$ cat src/sv/s2l_pkg.sv
// ----------------------------------------------------------------------------
// s2l_pkg
// constants, decode table and matrix coefficients for the srgb to cielab path
// ----------------------------------------------------------------------------
package s2l_pkg;

  localparam int FRAC_BITS = 7;
  localparam int QB        = 24;

  localparam int CODE_W   = 8;
  localparam int LIN_W    = QB + 1;
  localparam int MAT_W    = QB;
  localparam int PROD_W   = LIN_W + MAT_W;
  localparam int ACC_W    = PROD_W + 2;
  localparam int X_W      = QB + 2;
  localparam int F_W      = QB + 1;
  localparam int SQ_W     = 2 * F_W;
  localparam int Q_W      = SQ_W - QB;
  localparam int P_W      = Q_W + F_W;

  // linear branch of the cie f function
  localparam int EPS_W    = 18;
  localparam logic [X_W-1:0] EPS_X = X_W'((64'd8856 << QB) / 64'd1000000);
  localparam int KAPPA_W  = 14;
  localparam logic [KAPPA_W-1:0] KAPPA = KAPPA_W'(9033);
  localparam int N_W      = 32;
  localparam int N8_W     = N_W - 3;
  localparam logic [N_W-1:0] LIN_OFS = N_W'((64'd160 << QB) + 64'd580);
  localparam int RECIP_W  = 30;
  localparam int RECIP_SH = 37;
  localparam logic [RECIP_W-1:0] RECIP_145 =
    RECIP_W'(((64'd1 << RECIP_SH) + 64'd144) / 64'd145);
  localparam int LP_W     = N8_W + RECIP_W;

  // output scaling
  localparam int V_W      = 36;
  localparam int SH       = QB - FRAC_BITS;
  localparam int RM_W     = V_W - SH;
  localparam int LIGHT_W  = 14;
  localparam int CHROMA_W = 15;
  localparam int L_MAX_I  = ((100 << FRAC_BITS) > 16383) ? 16383 : (100 << FRAC_BITS);
  localparam logic [LIGHT_W-1:0] L_MAX = LIGHT_W'(L_MAX_I);
  localparam int CH_MAX_I = 16383;
  localparam int CH_MIN_MAG_I = 16384;

  typedef logic [LIN_W-1:0] lut_t [256];
  typedef logic [MAT_W-1:0] mat_t [3][3];

  // rows x, y, z already divided by the d65 white
  localparam mat_t MAT = '{
    '{MAT_W'(((64'd4124564 << 25) + 64'd9504560) / 64'd19009120),
      MAT_W'(((64'd3575761 << 25) + 64'd9504560) / 64'd19009120),
      MAT_W'(((64'd1804375 << 25) + 64'd9504560) / 64'd19009120)},
    '{MAT_W'(((64'd2126729 << 25) + 64'd10000000) / 64'd20000000),
      MAT_W'(((64'd7151522 << 25) + 64'd10000000) / 64'd20000000),
      MAT_W'(((64'd721750  << 25) + 64'd10000000) / 64'd20000000)},
    '{MAT_W'(((64'd193339  << 25) + 64'd10887540) / 64'd21775080),
      MAT_W'(((64'd1191920 << 25) + 64'd10887540) / 64'd21775080),
      MAT_W'(((64'd9503041 << 25) + 64'd10887540) / 64'd21775080)}
  };

  function automatic logic [63:0] qmul(logic [63:0] a, logic [63:0] b);
    return (a * b) >> QB;
  endfunction

  function automatic logic [63:0] pow5(logic [63:0] r);
    logic [63:0] r2;
    r2 = qmul(r, r);
    return qmul(qmul(r2, r2), r);
  endfunction

  function automatic logic [63:0] root5(logic [63:0] s);
    logic [63:0] r;
    logic [63:0] c;
    int          b;
    r = '0;
    for (b = QB; b >= 0; b--) begin
      c = r | (64'd1 << b);
      if ((c <= (64'd1 << QB)) && (pow5(c) <= s)) begin
        r = c;
      end
    end
    return r;
  endfunction

  // gamma decoding of every 8-bit code, evaluated at elaboration
  function automatic lut_t build_lut();
    lut_t        lut;
    logic [63:0] t;
    logic [63:0] s;
    int          v;
    for (v = 0; v < 256; v++) begin
      if (v <= 10) begin
        lut[v] = LIN_W'((((64'(v) * 64'd20) << QB) + 64'd32946) / 64'd65892);
      end else begin
        t = ((((64'd1000 * 64'(v)) + 64'd14025) << 25) + 64'd269025) / 64'd538050;
        s = qmul(t, t);
        lut[v] = LIN_W'(qmul(s, root5(s)));
      end
    end
    return lut;
  endfunction

  localparam lut_t LIN_LUT = build_lut();

endpackage

$ cat src/sv/s2l_lab.sv
// ----------------------------------------------------------------------------
// s2l_lab
// l*, a*, b* scaling, rounding and saturation into the output register
// ----------------------------------------------------------------------------
module s2l_lab (
  input  logic                         clk_i,
  input  logic                         rst_ni,
  input  logic                         in_valid_i,
  output logic                         in_ready_o,
  input  logic [s2l_pkg::F_W-1:0]      f_i [3],
  output logic                         out_valid_o,
  input  logic                         out_ready_i,
  output logic [s2l_pkg::LIGHT_W-1:0]  lightness_o,
  output logic [s2l_pkg::CHROMA_W-1:0] green_red_o,
  output logic [s2l_pkg::CHROMA_W-1:0] blue_yellow_o
);

  localparam int NS = 2;

  logic [NS-1:0]                       vld_q;
  logic [NS:0]                         rdy;
  logic signed [s2l_pkg::V_W-1:0]      fs [3];
  logic signed [s2l_pkg::V_W-1:0]      v_d [3];
  logic signed [s2l_pkg::V_W-1:0]      v_q [3];
  logic [s2l_pkg::V_W-1:0]             mag [3];
  logic [s2l_pkg::V_W-1:0]             sum [3];
  logic [s2l_pkg::RM_W-1:0]            rm  [3];
  logic [s2l_pkg::LIGHT_W-1:0]         light_d;
  logic [s2l_pkg::CHROMA_W-1:0]        ch_d [2];
  logic [s2l_pkg::LIGHT_W-1:0]         light_q;
  logic [s2l_pkg::CHROMA_W-1:0]        gr_q;
  logic [s2l_pkg::CHROMA_W-1:0]        by_q;

  always_comb begin
    rdy[NS] = out_ready_i;
    for (int k = NS - 1; k >= 0; k--) begin
      rdy[k] = ~vld_q[k] | rdy[k+1];
    end
  end

  always_comb begin
    for (int i = 0; i < 3; i++) begin
      fs[i] = $signed(s2l_pkg::V_W'(f_i[i]));
    end
    v_d[0] = fs[1] * $signed(s2l_pkg::V_W'(116))
           - $signed(s2l_pkg::V_W'(16) << s2l_pkg::QB);
    v_d[1] = (fs[0] - fs[1]) * $signed(s2l_pkg::V_W'(500));
    v_d[2] = (fs[1] - fs[2]) * $signed(s2l_pkg::V_W'(200));
  end

  // round half away from zero on the magnitude
  always_comb begin
    for (int i = 0; i < 3; i++) begin
      mag[i] = v_q[i][s2l_pkg::V_W-1] ? s2l_pkg::V_W'(-v_q[i]) : s2l_pkg::V_W'(v_q[i]);
      sum[i] = mag[i] + (s2l_pkg::V_W'(1) << (s2l_pkg::SH - 1));
      rm[i]  = sum[i][s2l_pkg::V_W-1:s2l_pkg::SH];
    end
    if (v_q[0][s2l_pkg::V_W-1]) begin
      light_d = '0;
    end else if (rm[0] > s2l_pkg::RM_W'(s2l_pkg::L_MAX_I)) begin
      light_d = s2l_pkg::L_MAX;
    end else begin
      light_d = s2l_pkg::LIGHT_W'(rm[0]);
    end
    for (int i = 1; i < 3; i++) begin
      if (v_q[i][s2l_pkg::V_W-1]) begin
        if (rm[i] > s2l_pkg::RM_W'(s2l_pkg::CH_MIN_MAG_I)) begin
          ch_d[i-1] = s2l_pkg::CHROMA_W'(-s2l_pkg::CH_MIN_MAG_I);
        end else begin
          ch_d[i-1] = s2l_pkg::CHROMA_W'(s2l_pkg::RM_W'(0) - rm[i]);
        end
      end else if (rm[i] > s2l_pkg::RM_W'(s2l_pkg::CH_MAX_I)) begin
        ch_d[i-1] = s2l_pkg::CHROMA_W'(s2l_pkg::CH_MAX_I);
      end else begin
        ch_d[i-1] = s2l_pkg::CHROMA_W'(rm[i]);
      end
    end
  end

  always_ff @(posedge clk_i or negedge rst_ni) begin
    if (!rst_ni) begin
      vld_q <= '0;
    end else begin
      if (rdy[0]) begin
        vld_q[0] <= in_valid_i;
      end
      if (rdy[1]) begin
        vld_q[1] <= vld_q[0];
      end
    end
  end

  always_ff @(posedge clk_i) begin
    if (rdy[0]) begin
      v_q <= v_d;
    end
    if (rdy[1]) begin
      light_q <= light_d;
      gr_q    <= ch_d[0];
      by_q    <= ch_d[1];
    end
  end

  assign in_ready_o    = rdy[0];
  assign out_valid_o   = vld_q[NS-1];
  assign lightness_o   = light_q;
  assign green_red_o   = gr_q;
  assign blue_yellow_o = by_q;

endmodule

$ cat config.mk
export PLATFORM = sky130hd
export DESIGN_NAME = s2l_lab
export DESIGN_NICKNAME = d
export VERILOG_FILES = /design/src/sv/s2l_pkg.sv /design/src/sv/s2l_lab.sv
export SDC_FILE = /design/constraint.sdc
export NUM_CORES = 1
export LEC_CHECK = 0
export BUFFER_PORTS_ARGS = -buffer_cell sky130_fd_sc_hd__buf_2
export CAP_MARGIN = 0
export CORE_MARGIN = 3
export CORE_UTILIZATION = 32
export DETAILED_ROUTE_END_ITERATION = 16
export GPL_TIMING_DRIVEN = 0
export SYNTH_ARGS = -nofsm -noshare
export SYNTH_HDL_FRONTEND = slang
export SYNTH_SLANG_ARGS = --single-unit
export TNS_END_PERCENT = 5
$ cat constraint.sdc
create_clock -name clk_i -period 11.3 [get_ports clk_i]
set_input_delay 0.565 -clock clk_i [delete_from_list [all_inputs] [get_ports clk_i]]
set_output_delay 0.565 -clock clk_i [all_outputs]
set_load 0.02 [all_outputs]
==> impl_metrics.toml <==
[yosys]
synth.most_common_cell = "inv_1"
dominantRegCellSynth = "edfxtp_1"
synth_top_cell_area_share_pct = 19.5
top_cell_types_by_occurrence_after_synthesis = "inv_1 (445), ha_1 (284), fa_1 (160), xnor2_1 (150), edfxtp_1 (141)"
syn-mean-instance-area_um2 = 9.06
synthesis.area_um2 = 21700
synth_edf_count = 141
synth-warning-count = 0
netlist-cell-type-count = 103
sequential_cell_area_fraction_in_the_yosys_report_pct = 19.8
postSynthCellCount = 2394
post_synth_main_area_contributors = "edfxtp_1 (20%), ha_1 (16%), fa_1 (15%), inv_1 (7.7%), xnor2_1 (6.1%)"
postSynthRegisterBits = 143
yosysTopAreaCell = "edfxtp_1"
synth-async-reset-ratio_pct = 1.40

[timing]
worst_pin_slew_ps = 1030
report.final.setup_viol = 0
finalCritPeriodShare_pct = 70.9
max_slew_margin_pct = 30.9
grt_setup_unrepaired = "no"
timing.fmax_mhz = 125
finalSetupTns_ps = 0
hold_ws_ps = 313
timing.clock.skew_ps = 11.7
hold_viol_final = 0
timing.final.max_slew_violations = 0
final_period_minus_worst_setup_slack_ps = 8010

[grt]
antenna_violations_before_repair = 10
grt_pass1_wl_um = 82700
grt_max_degree = 30
grt_overflow = 0
via_count_of_the_first_global_routing_pass = 15900
grt.total_usage_pct = 14.4

[finish]
fraction_of_final_layout_cells_sized_beyond_drive_strength_1_pct = 9.11
syn_to_final_growth_pct = 11.4
n_fill_cell = 6706
final_nets = 3068
fin_area_um2 = 24200

[die]
core_region_area_um2 = 66500
floorplan.die.width_um = 266
die_area_um2 = 70900
io_pins = 125
floorplan.rows = 94
die_height_um = 266
initial_core_util_pct = 32.6

[cts]
post_cts.resized_instances = 0
post_cts.repair.setup_buffers = 0
clk_transition_reported_paths_ps = 70
clk_root_buffer_cell = "clkbuf_16"
clk_lat_worst_skew_ps = 450
cts.path.max_buffers = 2
cts.sinks = 143
tritoncts = "yes"
cts_inserted_buffers = 17
htree_num_levels = 4

[detailed_routing]
vias = 17000
route.antenna.remaining_nets = 0
met1_routed_length_um = 26000
avgRoutedWirePerCell_um = 14.6
detail_route.vias_per_cell = 4.95
drt_wl_total_um = 50200
route.met3.wl_um = 2500
dr_wl_met2_um = 21000
route.detailed.drc = 0
first_iteration_detailed_routing_drc_count = 980
highest-signal-layer = "met5"
drt_pre_antenna_iters = 5

[placed_design]
dp_hpwl_um = 42300
buffer_ports.inserted = 124
gpl.final_weighted_congestion = 0.841
post_dp_cell_area_um2 = 23500

[setup_path]
worst_path_dominant_cell_family = "adder cells"
critPathLaunchType = "input pin"
timing.critical_path.to_type = "flip-flop"
critPathMaxStageDelay_ps = 540
timing.critical_path.fanout_max = 7
critical_path_buf_inv_count = 6
timing.setup.critical_path_class = "input pin to flip-flop"
timing.critical_path.required_ps = 11500
crit_path_top_delay_cell = "fa_1"
arrival_time_at_the_worst_endpoint_ps = 8210

[job]
max_cap_viol_count = 0

[outcome]
outcome = "finished, final reports clean"

[hold_path]
hold_path.class = "input pin to flip-flop"
-- state kept, by name, indices dropped and copies added (netlist names) --
signal and flops:
vld_q 2, blue_yellow_o 15, v_q 97, lightness_o 14, green_red_o 15
-- area by class of cell --
type	instances	area [um^2]	area share, %
Multi-Input combinational cell	1754	15500	64.2
Clock inverter	15	220	0.911
Inverter	447	1680	6.94
Clock buffer	17	425	1.76
Timing Repair Buffer	131	726	3.00
Antenna cell	6	15.0	0.0621
Sequential cell	143	4280	17.7
Tap cell	864	1080	4.47
Buffer	51	219	0.906
-- per-layer routing --
| layer | vias up | global-route usage [%] |
|---|---|---|
| met5 | - | 0 |
| met3 | 27 | 2.05 |
| li1 | 8616 | - |
| met4 | 4 | 2.90 |
| met1 | 7988 | 22.1 |
| met2 | 323 | 21.2 |
-- path summary, 6_finish.rpt --
kind                                  from              to  slack (ps)  depth (start not counted)
worst min register to register    vld_q[0]        vld_q[1]         470                          1
max in group asynchronous           rst_ni        vld_q[0]       10760                          2
min in group asynchronous           rst_ni        vld_q[1]         450                          2
worst max-delay path               f_i[25]         v_q[70]        3290                         30
worst max register to register     v_q[71]  green_red_o[5]        4930                         18
worst min-delay path            in_valid_i        vld_q[0]         310                          2
-- cell usage in the layout, fill, tap and decap left out, types with 16 or more instances in the layout --
master / count
a21oi_1: 137
nand2b_1: 33
buf_2: 128
nand2_1: 119
xnor2_1: 150
ha_1: 284
o21ai_0: 68
fa_1: 160
a21o_1: 54
nand3_1: 50
nor3_1: 50
nor2_1: 119
xor2_1: 66
or3_1: 26
edfxtp_1: 141
nand4_1: 16
and3_1: 24
clkbuf_1: 42
o21bai_1: 19
o21a_1: 24
a31oi_1: 18
nor2b_1: 22
clkbuf_16: 17
a211oi_1: 19
inv_1: 445
-- cell families (layout without fill, tap and decap cells) --
group                    Yosys count  after routing  share of synthesized area (%)
other                              1              8                         0.0173
buffers and inverters            498            661                           8.75
XOR/XNOR                         217            217                           8.80
multiplexers                      20             20                          0.958
flip-flops                       143            143                           19.8
adder cells (fa/ha/maj)          444            444                           31.2
AND/OR/NAND/NOR                  566            566                           14.2
AO/OA/AOI/OAI                    505            505                           16.4
-- timing repair --
action                     4_1_cts  5_1_grt
hold buffers                     1        0
hold endpoints to repair         2        0
setup endpoints to repair        0        0
-- stage by stage --
stage	instances	utilization (%)	worst slack, ps
floorplan	2395	-	4020
global placement	3383	35.2	2900
detailed placement	3389	35.3	2770
CTS	3422	36.3	3260
global route	3424	36.3	2710
finish	3428	36.4	3290
Power is not shown: default switching activity piles up to over one toggle a cycle in this logic, so the estimate is an artifact.
